## src/rtl/lsb_stego_stream_extractor_macros.svh

```systemverilog
// Assertion macros used by the extractor parser.
`ifndef LSB_STEGO_STREAM_EXTRACTOR_MACROS_SVH
`define LSB_STEGO_STREAM_EXTRACTOR_MACROS_SVH

// The consequent must hold in the same cycle as the antecedent.
`define LSSE_ASSERT_SAME(label, clk, rst, ante, cons, msg) \
  label: assert property (@(posedge clk) disable iff (rst) (ante) |-> (cons)) \
    else $error(msg);

// The consequent must hold in the cycle after the antecedent.
`define LSSE_ASSERT_NEXT(label, clk, rst, ante, cons, msg) \
  label: assert property (@(posedge clk) disable iff (rst) (ante) |=> (cons)) \
    else $error(msg);

`endif

```

## src/rtl/lsse_pkg.sv

```systemverilog
package lsse_pkg;

  // Bounds of the magic check and of the extension length.
  localparam logic [3:0]  MAGIC_MAX = 4'd8;
  localparam logic [31:0] EXT_MAX   = 32'd9;

  // Reset values of the configuration registers.
  localparam logic [7:0]  HEADER_BYTES_RESET = 8'd54;
  localparam logic [3:0]  MAGIC_LENGTH_RESET = 4'd2;
  localparam logic [63:0] MAGIC_BYTES_RESET  = 64'h0000_0000_0000_2322;

  // Configuration register indexes.
  typedef enum logic [1:0] {
    CFG_HEADER_BYTES = 2'd0,
    CFG_MAGIC_LENGTH = 2'd1,
    CFG_MAGIC_BYTES  = 2'd2
  } cfg_index_t;

  // Result kind tags.
  typedef enum logic [2:0] {
    KIND_EXT_LENGTH  = 3'd0,
    KIND_EXT_CHAR    = 3'd1,
    KIND_DATA_LENGTH = 3'd2,
    KIND_DATA_BYTE   = 3'd3,
    KIND_MISMATCH    = 3'd4,
    KIND_EXT_LONG    = 3'd5
  } kind_t;

  // Configuration as seen by the parser.
  typedef struct packed {
    logic [7:0]  header_bytes;
    logic [3:0]  magic_len;
    logic [63:0] magic_bytes;
  } cfg_t;

  // One result item.
  typedef struct packed {
    logic        valid;
    kind_t       kind;
    logic [31:0] value;
    logic        last;
  } result_t;

endpackage

```

## src/rtl/lsse_cfg_regs.sv

```systemverilog
module lsse_cfg_regs
  import lsse_pkg::*;
(
  input  logic        clk,
  input  logic        rst,
  input  logic        cfg_valid,
  input  logic [1:0]  cfg_index,
  input  logic [63:0] cfg_data,
  output cfg_t        cfg
);

  logic [7:0]  header_bytes;
  logic [3:0]  magic_length;
  logic [63:0] magic_bytes;

  // Register writes; an index beyond the list is dropped.
  always_ff @(posedge clk) begin
    if (rst) begin
      header_bytes <= HEADER_BYTES_RESET;
      magic_length <= MAGIC_LENGTH_RESET;
      magic_bytes  <= MAGIC_BYTES_RESET;
    end else if (cfg_valid) begin
      unique case (cfg_index)
        CFG_HEADER_BYTES: header_bytes <= cfg_data[7:0];
        CFG_MAGIC_LENGTH: magic_length <= cfg_data[3:0];
        CFG_MAGIC_BYTES:  magic_bytes  <= cfg_data;
        default: ;
      endcase
    end
  end

  // Magic lengths above the bound count as the bound.
  assign cfg.header_bytes = header_bytes;
  assign cfg.magic_len    = (magic_length > MAGIC_MAX) ? MAGIC_MAX : magic_length;
  assign cfg.magic_bytes  = magic_bytes;

endmodule

```

## src/rtl/lsse_parser.sv

```systemverilog
`include "lsb_stego_stream_extractor_macros.svh"

module lsse_parser
  import lsse_pkg::*;
(
  input  logic       clk,
  input  logic       rst,
  input  logic       accept,
  input  logic [7:0] image_byte,
  input  logic       start_of_image,
  input  cfg_t       cfg,
  output result_t    res
);

  typedef enum logic [2:0] {
    PH_HEADER  = 3'd0,
    PH_MAGIC   = 3'd1,
    PH_EXTLEN  = 3'd2,
    PH_EXT     = 3'd3,
    PH_DATALEN = 3'd4,
    PH_DATA    = 3'd5,
    PH_DONE    = 3'd6
  } phase_t;

  phase_t      phase, phase_next;
  logic [7:0]  skip_count, skip_count_next;
  logic [4:0]  bit_count, bit_count_next;
  logic [31:0] bit_shift, bit_shift_next;
  logic [3:0]  magic_index, magic_index_next;
  logic        magic_ok, magic_ok_next;
  logic [31:0] remaining, remaining_next;

  // Next parse state and the result of the byte on the input.
  always_comb begin
    logic        go;
    logic        full;
    logic [31:0] v;
    logic [3:0]  sel4;
    logic [5:0]  bit_pos;
    logic [7:0]  want;

    phase_next       = phase;
    skip_count_next  = skip_count;
    bit_count_next   = bit_count;
    bit_shift_next   = bit_shift;
    magic_index_next = magic_index;
    magic_ok_next    = magic_ok;
    remaining_next   = remaining;
    res              = '0;
    res.kind         = KIND_EXT_LENGTH;
    go               = 1'b1;
    full             = 1'b0;
    v                = {bit_shift[30:0], image_byte[0]};
    sel4             = 4'd0;
    bit_pos          = 6'd0;
    want             = 8'd0;

    // A start flag clears the parse before this byte is used.
    if (start_of_image) begin
      phase_next       = PH_HEADER;
      skip_count_next  = 8'd0;
      bit_count_next   = 5'd0;
      bit_shift_next   = 32'd0;
      magic_index_next = 4'd0;
      magic_ok_next    = 1'b1;
      remaining_next   = 32'd0;
      v                = {31'd0, image_byte[0]};
    end

    // Finished parse and header skipping.
    if (phase_next == PH_DONE) begin
      go = 1'b0;
    end else if (phase_next == PH_HEADER) begin
      if (skip_count_next < cfg.header_bytes) begin
        skip_count_next = skip_count_next + 8'd1;
        go = 1'b0;
      end else begin
        phase_next = PH_MAGIC;
      end
    end

    // Magic check already complete: no magic at all, or the length was lowered.
    if (go && phase_next == PH_MAGIC && magic_index_next >= cfg.magic_len) begin
      if (cfg.magic_len == 4'd0 && magic_index_next == 4'd0) begin
        phase_next = PH_EXTLEN;
      end else begin
        go = 1'b0;
        if (!magic_ok_next) begin
          phase_next = PH_DONE;
          res.valid  = 1'b1;
          res.kind   = KIND_MISMATCH;
          res.last   = 1'b1;
        end else begin
          phase_next = PH_EXTLEN;
        end
      end
    end

    // Gather one hidden bit and handle a completed field.
    if (go) begin
      if (phase_next == PH_EXTLEN || phase_next == PH_DATALEN) begin
        full = (bit_count_next == 5'd31);
      end else begin
        full = (bit_count_next == 5'd7);
      end
      if (!full) begin
        bit_shift_next = v;
        bit_count_next = bit_count_next + 5'd1;
      end else begin
        bit_shift_next = 32'd0;
        bit_count_next = 5'd0;
        unique case (phase_next)
          PH_MAGIC: begin
            sel4    = cfg.magic_len - 4'd1 - magic_index_next;
            bit_pos = {sel4[2:0], 3'b000};
            want    = cfg.magic_bytes[bit_pos +: 8];
            if (v[7:0] != want) begin
              magic_ok_next = 1'b0;
            end
            magic_index_next = magic_index_next + 4'd1;
            if (magic_index_next >= cfg.magic_len) begin
              if (!magic_ok_next) begin
                phase_next = PH_DONE;
                res.valid  = 1'b1;
                res.kind   = KIND_MISMATCH;
                res.last   = 1'b1;
              end else begin
                phase_next = PH_EXTLEN;
              end
            end
          end
          PH_EXTLEN: begin
            res.valid = 1'b1;
            if (v > EXT_MAX) begin
              phase_next = PH_DONE;
              res.kind   = KIND_EXT_LONG;
              res.last   = 1'b1;
            end else begin
              remaining_next = v;
              phase_next     = (v == 32'd0) ? PH_DATALEN : PH_EXT;
              res.value      = v;
            end
          end
          PH_EXT: begin
            remaining_next = remaining_next - 32'd1;
            if (remaining_next == 32'd0) begin
              phase_next = PH_DATALEN;
            end
            res.valid = 1'b1;
            res.kind  = KIND_EXT_CHAR;
            res.value = {24'd0, v[7:0]};
          end
          PH_DATALEN: begin
            remaining_next = v;
            res.valid      = 1'b1;
            res.kind       = KIND_DATA_LENGTH;
            res.value      = v;
            if (v == 32'd0) begin
              phase_next = PH_DONE;
              res.last   = 1'b1;
            end else begin
              phase_next = PH_DATA;
            end
          end
          PH_DATA: begin
            remaining_next = remaining_next - 32'd1;
            res.valid      = 1'b1;
            res.kind       = KIND_DATA_BYTE;
            res.value      = {24'd0, v[7:0]};
            if (remaining_next == 32'd0) begin
              phase_next = PH_DONE;
              res.last   = 1'b1;
            end
          end
          default: begin
            phase_next = PH_DONE;
          end
        endcase
      end
    end
  end

  // Parse state advances once per accepted transaction.
  always_ff @(posedge clk) begin
    if (rst) begin
      phase       <= PH_HEADER;
      skip_count  <= 8'd0;
      bit_count   <= 5'd0;
      bit_shift   <= 32'd0;
      magic_index <= 4'd0;
      magic_ok    <= 1'b1;
      remaining   <= 32'd0;
    end else if (accept) begin
      phase       <= phase_next;
      skip_count  <= skip_count_next;
      bit_count   <= bit_count_next;
      bit_shift   <= bit_shift_next;
      magic_index <= magic_index_next;
      magic_ok    <= magic_ok_next;
      remaining   <= remaining_next;
    end
  end

  // A finished parse stays silent until a new image starts.
  `LSSE_ASSERT_SAME(a_done_silent, clk, rst,
    accept && phase == PH_DONE && !start_of_image, !res.valid,
    "result produced after the end of the payload")
  // Error reports always close the payload.
  `LSSE_ASSERT_SAME(a_error_last, clk, rst,
    res.valid && (res.kind == KIND_MISMATCH || res.kind == KIND_EXT_LONG), res.last,
    "error result without last")
  // A result marked last ends the parse.
  `LSSE_ASSERT_NEXT(a_last_done, clk, rst,
    accept && res.valid && res.last, phase == PH_DONE,
    "parse continues after a last result")

endmodule

```

## src/rtl/lsse_out_reg.sv

```systemverilog
module lsse_out_reg
  import lsse_pkg::*;
(
  input  logic        clk,
  input  logic        rst,
  input  logic        load,
  input  result_t     res,
  input  logic        out_ready,
  output logic        out_valid,
  output logic [2:0]  kind,
  output logic [31:0] value,
  output logic        last
);

  kind_t kind_q;

  // Result register: loads on an accepted input, empties when taken.
  always_ff @(posedge clk) begin
    if (rst) begin
      out_valid <= 1'b0;
    end else if (load) begin
      out_valid <= res.valid;
    end else if (out_ready) begin
      out_valid <= 1'b0;
    end
  end

  always_ff @(posedge clk) begin
    if (load && res.valid) begin
      kind_q <= res.kind;
      value  <= res.value;
      last   <= res.last;
    end
  end

  assign kind = kind_q;

endmodule

```

## src/rtl/lsb_stego_stream_extractor.sv

```systemverilog
// A result appears in the cycle after the transaction of the byte that completes it.
// Throughput: one image byte per cycle; the result register frees as it is taken.
// The input stalls only while a result waits and out_ready is low.
// Configuration writes are taken in every cycle (cfg_ready is always high).
// Synchronous reset restores the register defaults and clears the parse state.
module lsb_stego_stream_extractor
  import lsse_pkg::*;
(
  input  logic        clk,
  input  logic        rst,
  input  logic        in_valid,
  output logic        in_ready,
  input  logic [7:0]  image_byte,
  input  logic        start_of_image,
  output logic        out_valid,
  input  logic        out_ready,
  output logic [2:0]  kind,
  output logic [31:0] value,
  output logic        last,
  input  logic        cfg_valid,
  output logic        cfg_ready,
  input  logic [1:0]  cfg_index,
  input  logic [63:0] cfg_data
);

  cfg_t    cfg;
  result_t res;
  logic    in_accept;

  // Accept while the result register is empty or being emptied.
  assign in_ready  = !out_valid || out_ready;
  assign in_accept = in_valid && in_ready;
  assign cfg_ready = 1'b1;

  lsse_cfg_regs u_cfg (
    .clk       (clk),
    .rst       (rst),
    .cfg_valid (cfg_valid),
    .cfg_index (cfg_index),
    .cfg_data  (cfg_data),
    .cfg       (cfg)
  );

  lsse_parser u_parser (
    .clk            (clk),
    .rst            (rst),
    .accept         (in_accept),
    .image_byte     (image_byte),
    .start_of_image (start_of_image),
    .cfg            (cfg),
    .res            (res)
  );

  lsse_out_reg u_out (
    .clk       (clk),
    .rst       (rst),
    .load      (in_accept),
    .res       (res),
    .out_ready (out_ready),
    .out_valid (out_valid),
    .kind      (kind),
    .value     (value),
    .last      (last)
  );

endmodule

```

## config.mk

```make
export PLATFORM = sky130hd
export DESIGN_NAME = lsb_stego_stream_extractor
export DESIGN_NICKNAME = d
export VERILOG_FILES = /design/src/rtl/lsse_pkg.sv /design/src/rtl/lsse_cfg_regs.sv /design/src/rtl/lsse_parser.sv /design/src/rtl/lsse_out_reg.sv /design/src/rtl/lsb_stego_stream_extractor.sv
export VERILOG_INCLUDE_DIRS = /design/src /design/src/rtl
export SDC_FILE = /design/constraint.sdc
export NUM_CORES = 1
export LEC_CHECK = 0
export BUFFER_PORTS_ARGS = -buffer_cell sky130_fd_sc_hd__buf_2
export CORE_UTILIZATION = 45
export CTS_BUF_LIST = sky130_fd_sc_hd__clkbuf_16
export DETAILED_ROUTE_END_ITERATION = 16
export GPL_TIMING_DRIVEN = 0
export SETUP_SLACK_MARGIN = 0.4
export SLEW_MARGIN = 20
export SYNTH_ARGS = -nofsm -noshare
export SYNTH_HDL_FRONTEND = slang
export SYNTH_HIERARCHICAL = 1
export SYNTH_SLANG_ARGS = --single-unit
```

## constraint.sdc

```tcl
create_clock -name clk -period 7.4 [get_ports clk]
set_clock_uncertainty 0.05 [all_clocks]
set_input_delay 0.74 -clock clk [delete_from_list [all_inputs] [get_ports clk]]
set_output_delay 0.74 -clock clk [all_outputs]
set_load 0.02 [all_outputs]
```

==> run metrics, run 1 <==
Syn Area/Cell 9.16 µm²; Clk pin slew, worst setup/hold paths ~0.080 ns; layout cell share with drive strength beyond 1 0.161; total global-route track usage 0.272; Final period util 0.899; CTS H-tree lvls 4; worst-skew pair later-pin latency 0.45 ns; largest net degree at the start of global routing 28; Critical Path Fanout Max 27; vias about 9900; clk sinks 197; Syn Inst Count 1210; gpl congestion 0.961; first-pass GRT wire length approximately 54000 µm; core area about 24000 µm²; total die area ~25000 µm²; Worst-Margin Slew 1.11 ns; LEAKAGE a little under 5 nW; Final HPWL DP 25500 µm; final core utilization 0.524; antenna-violating nets left 0; register area share after synthesis 0.388; input/output buffers 109; Post-DP Area 12100 µm²; Synth cell types 81; pwr/cell area 183 nW/µm²; crit path kind in2reg; final setup violation count 0; number of flops mapped to enable cells by yosys 36; worst hold path class reg2reg; initial antenna violation count 0; hold depth 2; Max transition margin 0.260; Worst setup EP type flop; total grt overflow 0; Startpoint Class primary input; total number of yosys warnings 6; final non-filler cell total ~1700; VDD IR max approximately 180 µV; post-synthesis net count 1312; DIE HEIGHT 159 µm; diode count 0; total CTS buffers 17; Hold WS 0.425 ns; FF+latch count, synth ~200; Post-Route WL 33900 µm; status finished clean; Worst Path Required roughly 7.5 ns; # nets final 1441; initial cell density of the core 0.457; initial DRC count 898; Wirelength per Cell 20.2 µm; CTS root buf clkbuf_16; DRC 0; hold buffers post-CTS 0; Post-Synthesis Cell Area ~11000 µm²; die width about 160 µm; Area growth syn-to-layout 14.6%; FP Rows 57; fmax 150 MHz; async set-or-reset flop fraction in the synthesized netlist 0; post-route cell area 12700 µm²; Max Slew Vio Count 0; Seq. cell area around 4300 µm²; Max clock buf depth 2; setup TNS 0 ns; vias in the first global route 9417; dpl cells about 1600; CTS tree built; FILL cells between 2000 and 2500; Via density 5.88; area of the multi-input gates roughly 6200 µm²; Ports 119; max-cap viol count 0; CP Data Arrival Time 6.75 ns; First-pass DRT Iterations 6; Post-synth top flop dfxtp_1; unrepaired setup endpoints after global routing no; minimum clock period 6.65 ns; FF-to-FF path depth 15; Hold Fails Final Rpt 0
[layout by cell type (no fill, tap or decap), types with 21 or more instances in the layout]
cell type  synthesis  layout
a22oi_1           32      32
o21ai_0           36      36
a21oi_1           37      37
dfxtp_1          161     161
nand2b_1         133     133
nor2b_1           23      23
nor3_1            28      28
buf_2              9     120
mux2i_1           85      84
clkbuf_1          55      49
and3_1            31      31
nand2_1           56      56
nor2_1           123     123
ha_1              21      21
inv_1             31      30
nor4_1            23      23
edfxtp_1          36      36
[final timing paths]
check / startpoint / end / slack (ns)
worst min register to register: u_cfg/magic_bytes[52] / u_cfg/magic_bytes[52] / 0.43
worst min-delay path: u_cfg/magic_bytes[52] / u_cfg/magic_bytes[52] / 0.43
worst max-delay path: start_of_image / u_out/value[7] / 0.75
worst max register to register: u_cfg/magic_length[3] / u_out/value[7] / 2.74
[stage by stage]
step	setup WS, ns	total power [mW]
5_1_grt	0.432	2.41
3_5_place_dp	-0.840	1.37
4_1_cts	0.504	2.34
6_report	0.747	2.33
3_3_place_gp	-1.23	1.37
2_1_floorplan	1.48	1.29
[metal layers]
metal | wire (µm) | GRT usage
met1 | 14700 | 0.353
met2 | 16000 | 0.452
met3 | 2070 | 0.0430
met4 | 1160 | 0.114
met5 | 0 | 0
[kinds of logic (layout without fill, tap and decap cells)]
| group | count (synthesis) | in the layout | share of synthesized area |
|---|---|---|---|
| AND/OR/NAND/NOR | 502 | 502 | 0.250 |
| multiplexers | 102 | 102 | 0.109 |
| AO/OA/AOI/OAI | 242 | 242 | 0.156 |
| XOR/XNOR | 26 | 26 | 0.0205 |
| flip-flops | 197 | 197 | 0.388 |
| adder cells (fa/ha/maj) | 22 | 22 | 0.0255 |
| buffers and inverters | 118 | 260 | 0.0498 |
| other | 1 | 1 | 0.000338 |
[registers in the layout (all words and copies together), names as in the netlist]
signal	count
u_out/value	32
u_parser/magic_index	4
u_parser/bit_shift	31
u_parser/remaining	32
u_cfg/magic_bytes	64
u_out/kind	3
u_out/last	1
u_parser/skip_count	8
u_parser/phase	3
u_parser/magic_ok	1
u_parser/bit_count	5
u_cfg/magic_length	4
u_out/out_valid	1
u_cfg/header_bytes	8
[final cells by class]
cell class,instances,share of cell area
Multi-Input combinational cell,895,0.492
Sequential cell,197,0.339
Timing Repair Buffer,110,0.0445
Buffer,85,0.0347
Clock buffer,17,0.0335
Tap cell,324,0.0319
Clock inverter,15,0.0152
Inverter,33,0.00975
[Yosys cell counts, types with 6 or more instances]
cell type / n / area, µm²
or3_1: 7 / 43.8
nand3_1: 14 / 70.1
nand4_1: 10 / 62.6
a21oi_1: 37 / 185
buf_6: 10 / 113
o21a_1: 8 / 60.1
and3_1: 31 / 194
o211ai_1: 7 / 52.6
or4_1: 9 / 67.6
a31oi_1: 9 / 56.3
nand2_1: 56 / 210
inv_1: 31 / 116
buf_4: 6 / 45.0
ha_1: 21 / 263
a22oi_1: 32 / 240
a211oi_1: 6 / 45.0
o21ai_0: 36 / 180
a21o_1: 12 / 90.1
buf_2: 9 / 45.0
xor2_1: 10 / 87.6
mux2i_1: 85 / 851
a22o_1: 16 / 140
clkbuf_1: 55 / 206
nor4_1: 23 / 144
nor3_1: 28 / 140
dfxtp_1: 161 / 3220
a32oi_1: 7 / 61.3
mux4_2: 15 / 338
xnor2_1: 16 / 140
and4_1: 7 / 61.3
nor2_1: 123 / 462
o22ai_1: 7 / 43.8
a221o_1: 15 / 150
nor2b_1: 23 / 144
nand2b_1: 133 / 832
edfxtp_1: 36 / 1080
[worst max-delay path, stage by stage]
cell and delay, ns:
buf_2 0.12, buf_2 0.31, clkbuf_2 0.35, clkbuf_1 0.47, clkbuf_2 0.39, clkbuf_2 0.39, buf_2 0.38, clkbuf_2 0.36
nor2b_1 0.13, ha_1 0.28, nor2_1 0.09, a31oi_1 0.05, a311oi_1 0.39, o21ai_1 0.31, a21oi_2 0.43, mux2_2 0.31
clkbuf_1 0.35, o21ai_0 0.16, nand2_1 0.11, nand2_1 0.09, inv_2 0.27, buf_12 0.23
[what timing repair did]
action                                  in CTS  in global routing
gates cloned                                 0                  0
gates resized for setup                      7                  6
buffers inserted                             0                  0
pin swaps                                    0                  0
endpoints found under the hold margin        0                  0
endpoints found under the setup margin     124                100
[where the power goes]
group / switching (mW) / total [mW] / internal (mW)
Clock: 0.507 / 0.975 / 0.468
Combinational: 0.143 / 0.239 / 0.0954
Sequential: 0.0131 / 1.12 / 1.10
Note: power is estimated with default switching activity, not from simulation.
==> run 2, diff against run 1 <==
==> constraint.sdc (replaced) <==
create_clock -name clk -period 7.4 [get_ports clk]
set_clock_uncertainty 0.05 [all_clocks]
set_input_delay 0.37 -clock clk [delete_from_list [all_inputs] [get_ports clk]]
set_output_delay 0.37 -clock clk [all_outputs]
set_load 0.02 [all_outputs]
==> run 2 against run 1 <==
Compared with the run above: count of clock-buffer cells in the layout unchanged; power barely moved; hold slack lost 0.31 ns; non-clock buffer count stayed put; wire length down 0.22%; first-iteration DRC count decreased by 7.7%; via count shrank 0.37%; maximum frequency fell by 1.1%; sequential share of layout area is essentially flat; critical path depth is 1 lower; sequential cell count unchanged; die area unchanged; critical path type unchanged; critical endpoint is now u_out/value[19]; largest cell class unchanged; largest power group unchanged; highest routed layer unchanged.
==> run metrics, run 2 (synthesized netlist as in run 1, its figures left out) <==
FF-to-FF path depth 15 (unchanged); Post-Route WL 33900 µm (about the same); largest reg by FF count u_cfg/magic_bytes (unchanged); Pwr Total 2.33 mW (about the same); unrepaired setup endpoints after global routing no (unchanged); total CTS buffers 17 (unchanged); minimum clock period 6.73 ns (was 6.65 ns); layout cell share with drive strength beyond 1 0.156 (was 0.161); worst reg2reg path startpoint u_parser/magic_index[0] (was u_cfg/magic_length[3]); final setup violation count 0 (unchanged); CP Data Arrival Time 6.82 ns (was 6.75 ns); Clock power frac 0.418 (about the same); VDD IR max 176 µV (was 177 µV); diode count 0 (unchanged); Worst Path Required 7.50 ns (about the same); # resized after CTS 2 (was 7); top flop regs u_cfg/magic_bytes (64), u_out/value (32), u_parser/remaining (32) (unchanged); DIE HEIGHT 159 µm (unchanged); Reg2Reg Capture Point u_out/value[19] (was u_out/value[7]); DRC 0 (unchanged); Area growth syn-to-layout 14.5% (was 14.6%); crit path kind in2reg (unchanged); CTS H-tree lvls 4 (unchanged); fmax 149 MHz (was 150 MHz); Post-DP Area 12100 µm² (unchanged); First-pass DRT Iterations 5 (was 6); Pint 1.67 mW (about the same); max-cap viol count 0 (unchanged); initial DRC count 829 (was 898); Hold Fails Final Rpt 0 (unchanged); Via density 5.86 (was 5.88); hold buffers post-CTS 0 (unchanged); total grt overflow 0 (unchanged); antenna-violating nets left 0 (unchanged); pwr/cell area 183 nW/µm² (about the same); Post-CTS Setup Inserts 0 (unchanged); Clk pin slew, worst setup/hold paths 0.09 ns (was 0.08 ns); Worst setup EP type flop (unchanged); first-pass GRT wire length 53500 µm (was 53600 µm); total global-route track usage 0.272 (about the same); Psw 0.662 mW (was 0.663 mW); max FFs per register 64 (unchanged); worst hold path class in2reg (was reg2reg); total die area 25300 µm² (unchanged); Max transition margin 0.226 (was 0.260); Max Slew Vio Count 0 (unchanged); initial cell density of the core 0.457 (unchanged); Seq pwr share 0.479 (about the same); input/output buffers 109 (unchanged); worst-skew pair later-pin latency 0.45 ns (about the same); CTS root buf clkbuf_16 (unchanged); initial antenna violation count 0 (unchanged); Final HPWL DP 25500 µm (unchanged); gpl congestion 0.961 (unchanged); Critical Path Fanout Max 27 (unchanged); switching share of power 0.284 (was 0.285); vias 9825 (was 9861); final non-filler cell total 1676 (unchanged); Wirelength per Cell 20.2 µm (about the same); Logic pwr share 0.102 (about the same); commonest non-fill, non-tap cells in the layout dfxtp_1, nand2b_1, nor2_1, buf_2, mux2i_1 (unchanged); Critical Path Start start_of_image (unchanged); Ports 119 (unchanged); vias in the first global route 9412 (was 9417); dpl cells 1644 (unchanged); core area 24200 µm² (unchanged); largest net degree at the start of global routing 28 (unchanged); Final period util 0.909 (was 0.899); clk sinks 197 (unchanged); Startpoint Class primary input (unchanged); Worst Setup EP u_out/value[19] (was u_out/value[7]); post-route cell area 12700 µm² (about the same); R2R Setup Slk 2.52 ns (was 2.74 ns); # nets final 1441 (unchanged); status finished clean (unchanged); Worst-Margin Slew 1.16 ns (was 1.11 ns); final core utilization 0.523 (was 0.524); die width 159 µm (unchanged); CTS tree built (unchanged); leading cell type in the layout, fill and taps excluded dfxtp_1 (unchanged); LEAKAGE 4.96 nW (was 4.97 nW); Max clock buf depth 2 (unchanged); FP Rows 57 (unchanged)
## run 2: cell types whose count changed in the layout (fill, tap and decap cells not counted)
cell	change
a211oi_1	+1
a211oi_2	-1
mux2i_1	+1
buf_2	-1
clkbuf_1	+2
clkbuf_2	-3
buf_1	+2
mux2i_2	-1
## run 2: worst min path at each step
stage / from / endpoint / slack [ns] / depth (start not counted)
6_report: cfg_data[48] / u_cfg/magic_bytes[48] / 0.11 / 3
5_1_grt: cfg_data[46] / u_cfg/magic_bytes[46] / 0.11 / 3
4_1_cts: cfg_data[48] / u_cfg/magic_bytes[48] / 0.10 / 3
3_5_place_dp: u_cfg/magic_bytes[49] / u_cfg/magic_bytes[49] / 0.41 / 2
3_3_place_gp: u_cfg/magic_bytes[54] / u_cfg/magic_bytes[54] / 0.41 / 2
2_1_floorplan: rst / u_out/out_valid / 0.39 / 1
## run 2: area by class of cell
type                            instances  area [µm²]
Fill cell                            2329       11600
Multi-Input combinational cell        895        6240
Sequential cell                       197        4300
Timing Repair Buffer                  110         566
Buffer                                 85         435
Clock buffer                           17         425
Tap cell                              324         405
Clock inverter                         15         193
Inverter                               33         124
## run 2: power groups by stage
stage / clock network (mW) / logic (mW) / registers (mW)
global placement: 0 / 0.231 / 1.14
CTS: 0.986 / 0.234 / 1.12
global route: 1.03 / 0.258 / 1.12
detailed placement: 0 / 0.233 / 1.14
floorplan: 0 / 0.157 / 1.14
finish: 0.974 / 0.238 / 1.12
## run 2: stage by stage
step                hold WS, ns  worst slack, ns  TNS [ns]
floorplan                 0.389             1.85         0
global placement          0.407           -0.865    -41.19
detailed placement        0.412           -0.470    -16.86
CTS                       0.100            0.455         0
global route              0.109            0.406         0
finish                    0.112            0.673         0
## run 2: per-layer routing
layer | GRT usage | vias to the layer above | part of all wire
li1 | - | 4683 | -
met1 | 0.352 | 4661 | 0.43
met2 | 0.452 | 414 | 0.47
met3 | 0.0430 | 67 | 0.068
met4 | 0.114 | 0 | 0.032
met5 | 0 | - | 0
## run 2: critical path, cell delays in order
cell      delay [ns]
buf_2           0.13
buf_2           0.23
clkinv_1        0.34
clkbuf_1        0.53
clkbuf_1        0.57
clkbuf_2        0.42
nand2_1         0.18
ha_1            0.23
fa_1            0.48
clkbuf_1        0.40
buf_1           0.50
mux4_2          0.46
xnor2_1         0.16
a311oi_1        0.28
o31ai_1         0.17
a311oi_1        0.45
o21ai_0         0.17
nand2_1         0.12
nand2_1         0.09
inv_2           0.27
buf_12          0.24
==> run 3, diff against run 2 <==
--- a/config.mk
+++ b/config.mk
@@ -7,10 +7,11 @@
 export NUM_CORES = 1
 export LEC_CHECK = 0
 export BUFFER_PORTS_ARGS = -buffer_cell sky130_fd_sc_hd__buf_2
-export CORE_UTILIZATION = 45
+export CORE_UTILIZATION = 32
 export CTS_BUF_LIST = sky130_fd_sc_hd__clkbuf_16
 export DETAILED_ROUTE_END_ITERATION = 16
 export GPL_TIMING_DRIVEN = 0
+export PLACE_DENSITY = 0.53
 export SETUP_SLACK_MARGIN = 0.4
 export SLEW_MARGIN = 20
 export SYNTH_ARGS = -nofsm -noshare
==> run 3 against run 2 <==
Compared with the run above: count of clock-buffer cells in the layout stayed put; maximum frequency up 3.4%; first-iteration DRC count fell by 11%; critical path depth decreased by 1; hold slack better by 0.011 ns; combinational power about the same; sequential share of layout area down 0.28 points; critical endpoint is now u_parser/remaining[23]; die area grew 40%; via count is essentially flat; sequential power hardly changed; highest routed layer unchanged.
==> run metrics, run 3 (synthesized netlist as in run 1, its figures left out) <==
clk sinks 197 (unchanged); worst reg2reg path startpoint u_parser/magic_index[0] (unchanged); R2R Setup Slk 2.44 ns (was 2.52 ns); CP Data Arrival Time 6.84 ns (was 6.82 ns); top flop regs u_cfg/magic_bytes (64), u_out/value (32), u_parser/remaining (32) (unchanged); hold depth 3 (unchanged); commonest non-fill, non-tap cells in the layout dfxtp_1, nand2b_1, nor2_1, buf_2, mux2i_1 (unchanged); Final period util 0.880 (was 0.909); Post-Route WL 35700 µm (was 33900 µm); post-route cell area 12800 µm² (was 12700 µm²); layout cell share with drive strength beyond 1 0.155 (was 0.156); DRC 0 (unchanged); VDD IR max 168 µV (was 176 µV); Final HPWL DP 26800 µm (was 25500 µm); CP bufs+invs 9 (was 10); Worst-Margin Slew 1.09 ns (was 1.16 ns); total global-route track usage 0.202 (was 0.272); total grt overflow 0 (unchanged); Reg2Reg Capture Point u_out/value[20] (was u_out/value[19]); FP Rows 67 (was 57); critical path, cell by cell buf_2, buf_2, buf_1, clkbuf_1, clkbuf_2, clkbuf_2, clkbuf_2, clkbuf_2, nor2b_1, ha_1, nor2_1, a31oi_1, a311oi_1, o21ai_1, a21oi_2, mux2i_1, o21ai_1, a21oi_2, clkbuf_1, a22o_1 (was buf_2, buf_2, clkinv_1, clkbuf_1, clkbuf_1, clkbuf_2, nand2_1, ha_1, fa_1, clkbuf_1, buf_1, mux4_2, xnor2_1, a311oi_1, o31ai_1, a311oi_1, o21ai_0, nand2_1, nand2_1, inv_2, buf_12); total CTS buffers 17 (unchanged); CTS tree built (unchanged); vias in the first global route 9438 (was 9412); final non-filler cell total 1800 (was 1676); minimum clock period 6.51 ns (was 6.73 ns); critical path's slowest cell buf_1 (was clkbuf_1); unrepaired setup endpoints after global routing no (unchanged); pre-CTS WS -0.424 ns (was -0.470 ns); CTS H-tree lvls 4 (unchanged); CTS root buf clkbuf_16 (unchanged); gpl congestion 0.908 (was 0.961); largest net degree at the start of global routing 27 (was 28); Post-CTS Setup Inserts 0 (unchanged); Hold Crit Endpoint u_cfg/magic_bytes[46] (was u_cfg/magic_bytes[48]); initial antenna violation count 0 (unchanged); Worst setup EP type flop (unchanged); Max Slew Vio Count 0 (unchanged); CP delay by family, top buffers and inverters (unchanged); largest reg by FF count u_cfg/magic_bytes (unchanged); antenna-violating nets left 0 (unchanged); initial DRC count 737 (was 829); input/output buffers 109 (unchanged); LEAKAGE 4.93 nW (was 4.96 nW); worst hold path class in2reg (unchanged); Max transition margin 0.274 (was 0.226); first-pass GRT wire length 54700 µm (was 53500 µm); Critical Path Fanout Max 10 (was 27); fmax 154 MHz (was 149 MHz); # nets final 1441 (unchanged); status finished clean (unchanged); final setup violation count 0 (unchanged); crit path kind in2reg (unchanged); Worst Path Required 7.74 ns (was 7.50 ns); worst-skew pair later-pin latency 0.45 ns (about the same); dpl cells 1768 (was 1644); vias 9819 (was 9825); DIE HEIGHT 188 µm (was 159 µm); Setup WS post-layout 0.891 ns (was 0.673 ns); Ports 119 (unchanged); total die area 35400 µm² (was 25300 µm²); Via density 5.46 (was 5.86); max FFs per register 64 (unchanged); leading cell type in the layout, fill and taps excluded dfxtp_1 (unchanged); hold buffers post-CTS 0 (unchanged); Startpoint Class primary input (unchanged); diode count 0 (unchanged); max incr delay on CP 0.52 ns (was 0.57 ns); Hold Crit Start cfg_data[46] (was cfg_data[48]); Wirelength per Cell 19.8 µm (was 20.2 µm); Clk pin slew, worst setup/hold paths 0.08 ns (was 0.09 ns); initial cell density of the core 0.328 (was 0.457); CP dominant cell by count clkbuf_2; die width 188 µm (was 159 µm); max-cap viol count 0 (unchanged); Max clock buf depth 2 (unchanged); Area growth syn-to-layout 15.4% (was 14.5%); FF-to-FF path depth 15 (unchanged); First-pass DRT Iterations 5 (unchanged); Hold Fails Final Rpt 0 (unchanged); pwr/cell area 177 nW/µm² (was 183 nW/µm²); core area 33800 µm² (was 24200 µm²); Pwr Total 2.26 mW (was 2.33 mW); Post-DP Area 12200 µm² (was 12100 µm²)
## run 3: where the power goes
| group | internal [mW] | switching (mW) | total [mW] |
|---|---|---|---|
| Sequential | 1.10 | 0.0129 | 1.12 |
| Clock | 0.467 | 0.442 | 0.909 |
| Combinational | 0.0950 | 0.144 | 0.239 |
## run 3: repair_timing
item,CTS,global route
setup endpoints to repair,66,105
gates resized for setup,3,7
hold endpoints to repair,0,0
## run 3: area by class of cell
| cell class | count | area (µm²) |
|---|---|---|
| fillers | 3466 | 21000 |
| clock inverters | 15 | 134 |
| multi-input cells | 895 | 6250 |
| inverters | 33 | 124 |
| clock buffers | 17 | 425 |
| well taps | 448 | 561 |
| flip-flops and latches | 197 | 4300 |
| repair buffers | 110 | 566 |
| plain buffers | 85 | 437 |
## run 3: metal layers
| metal | vias to the layer above | track usage | wire, µm |
|---|---|---|---|
| met5 | - | 0 | 0 |
| met4 | 0 | 0.0722 | 892 |
| met3 | 50 | 0.0286 | 1870 |
| li1 | 4673 | - | - |
| met2 | 351 | 0.341 | 17100 |
| met1 | 4745 | 0.260 | 15800 |
## run 3: worst max-delay path by stage
| stage | slack [ns] | to | start | cells after the start |
|---|---|---|---|---|
| global route | 0.48 | u_out/value[20] | start_of_image | 22 |
| floorplan | 1.85 | u_out/kind[0] | start_of_image | 19 |
| CTS | 0.48 | u_out/value[20] | start_of_image | 21 |
| global placement | -1.09 | u_out/value[6] | start_of_image | 21 |
| finish | 0.89 | u_parser/remaining[23] | start_of_image | 20 |
| detailed placement | -0.42 | u_parser/remaining[30] | start_of_image | 20 |
## run 3: through the flow
stage	setup TNS (ns)	util	hold slack, ns
after global placement	-50.41	0.361	0.407
after CTS	0	0.378	0.103
after global routing	0	0.379	0.113
after floorplan	0	-	0.389
after detailed placement	-19.23	0.362	0.412
final	0	0.379	0.122
## run 3: worst reg2reg max path, cell delays in order (launching register included)
cell	delay (ns)
dfxtp_1	0.39
nand2_1	0.13
ha_1	0.23
fa_1	0.48
clkbuf_1	0.44
buf_1	0.54
mux4_2	0.48
xnor2_1	0.16
a311oi_1	0.24
o31ai_1	0.15
a311oi_1	0.44
o21ai_0	0.19
nand2_1	0.12
nand2_1	0.09
inv_2	0.27
buf_12	0.23
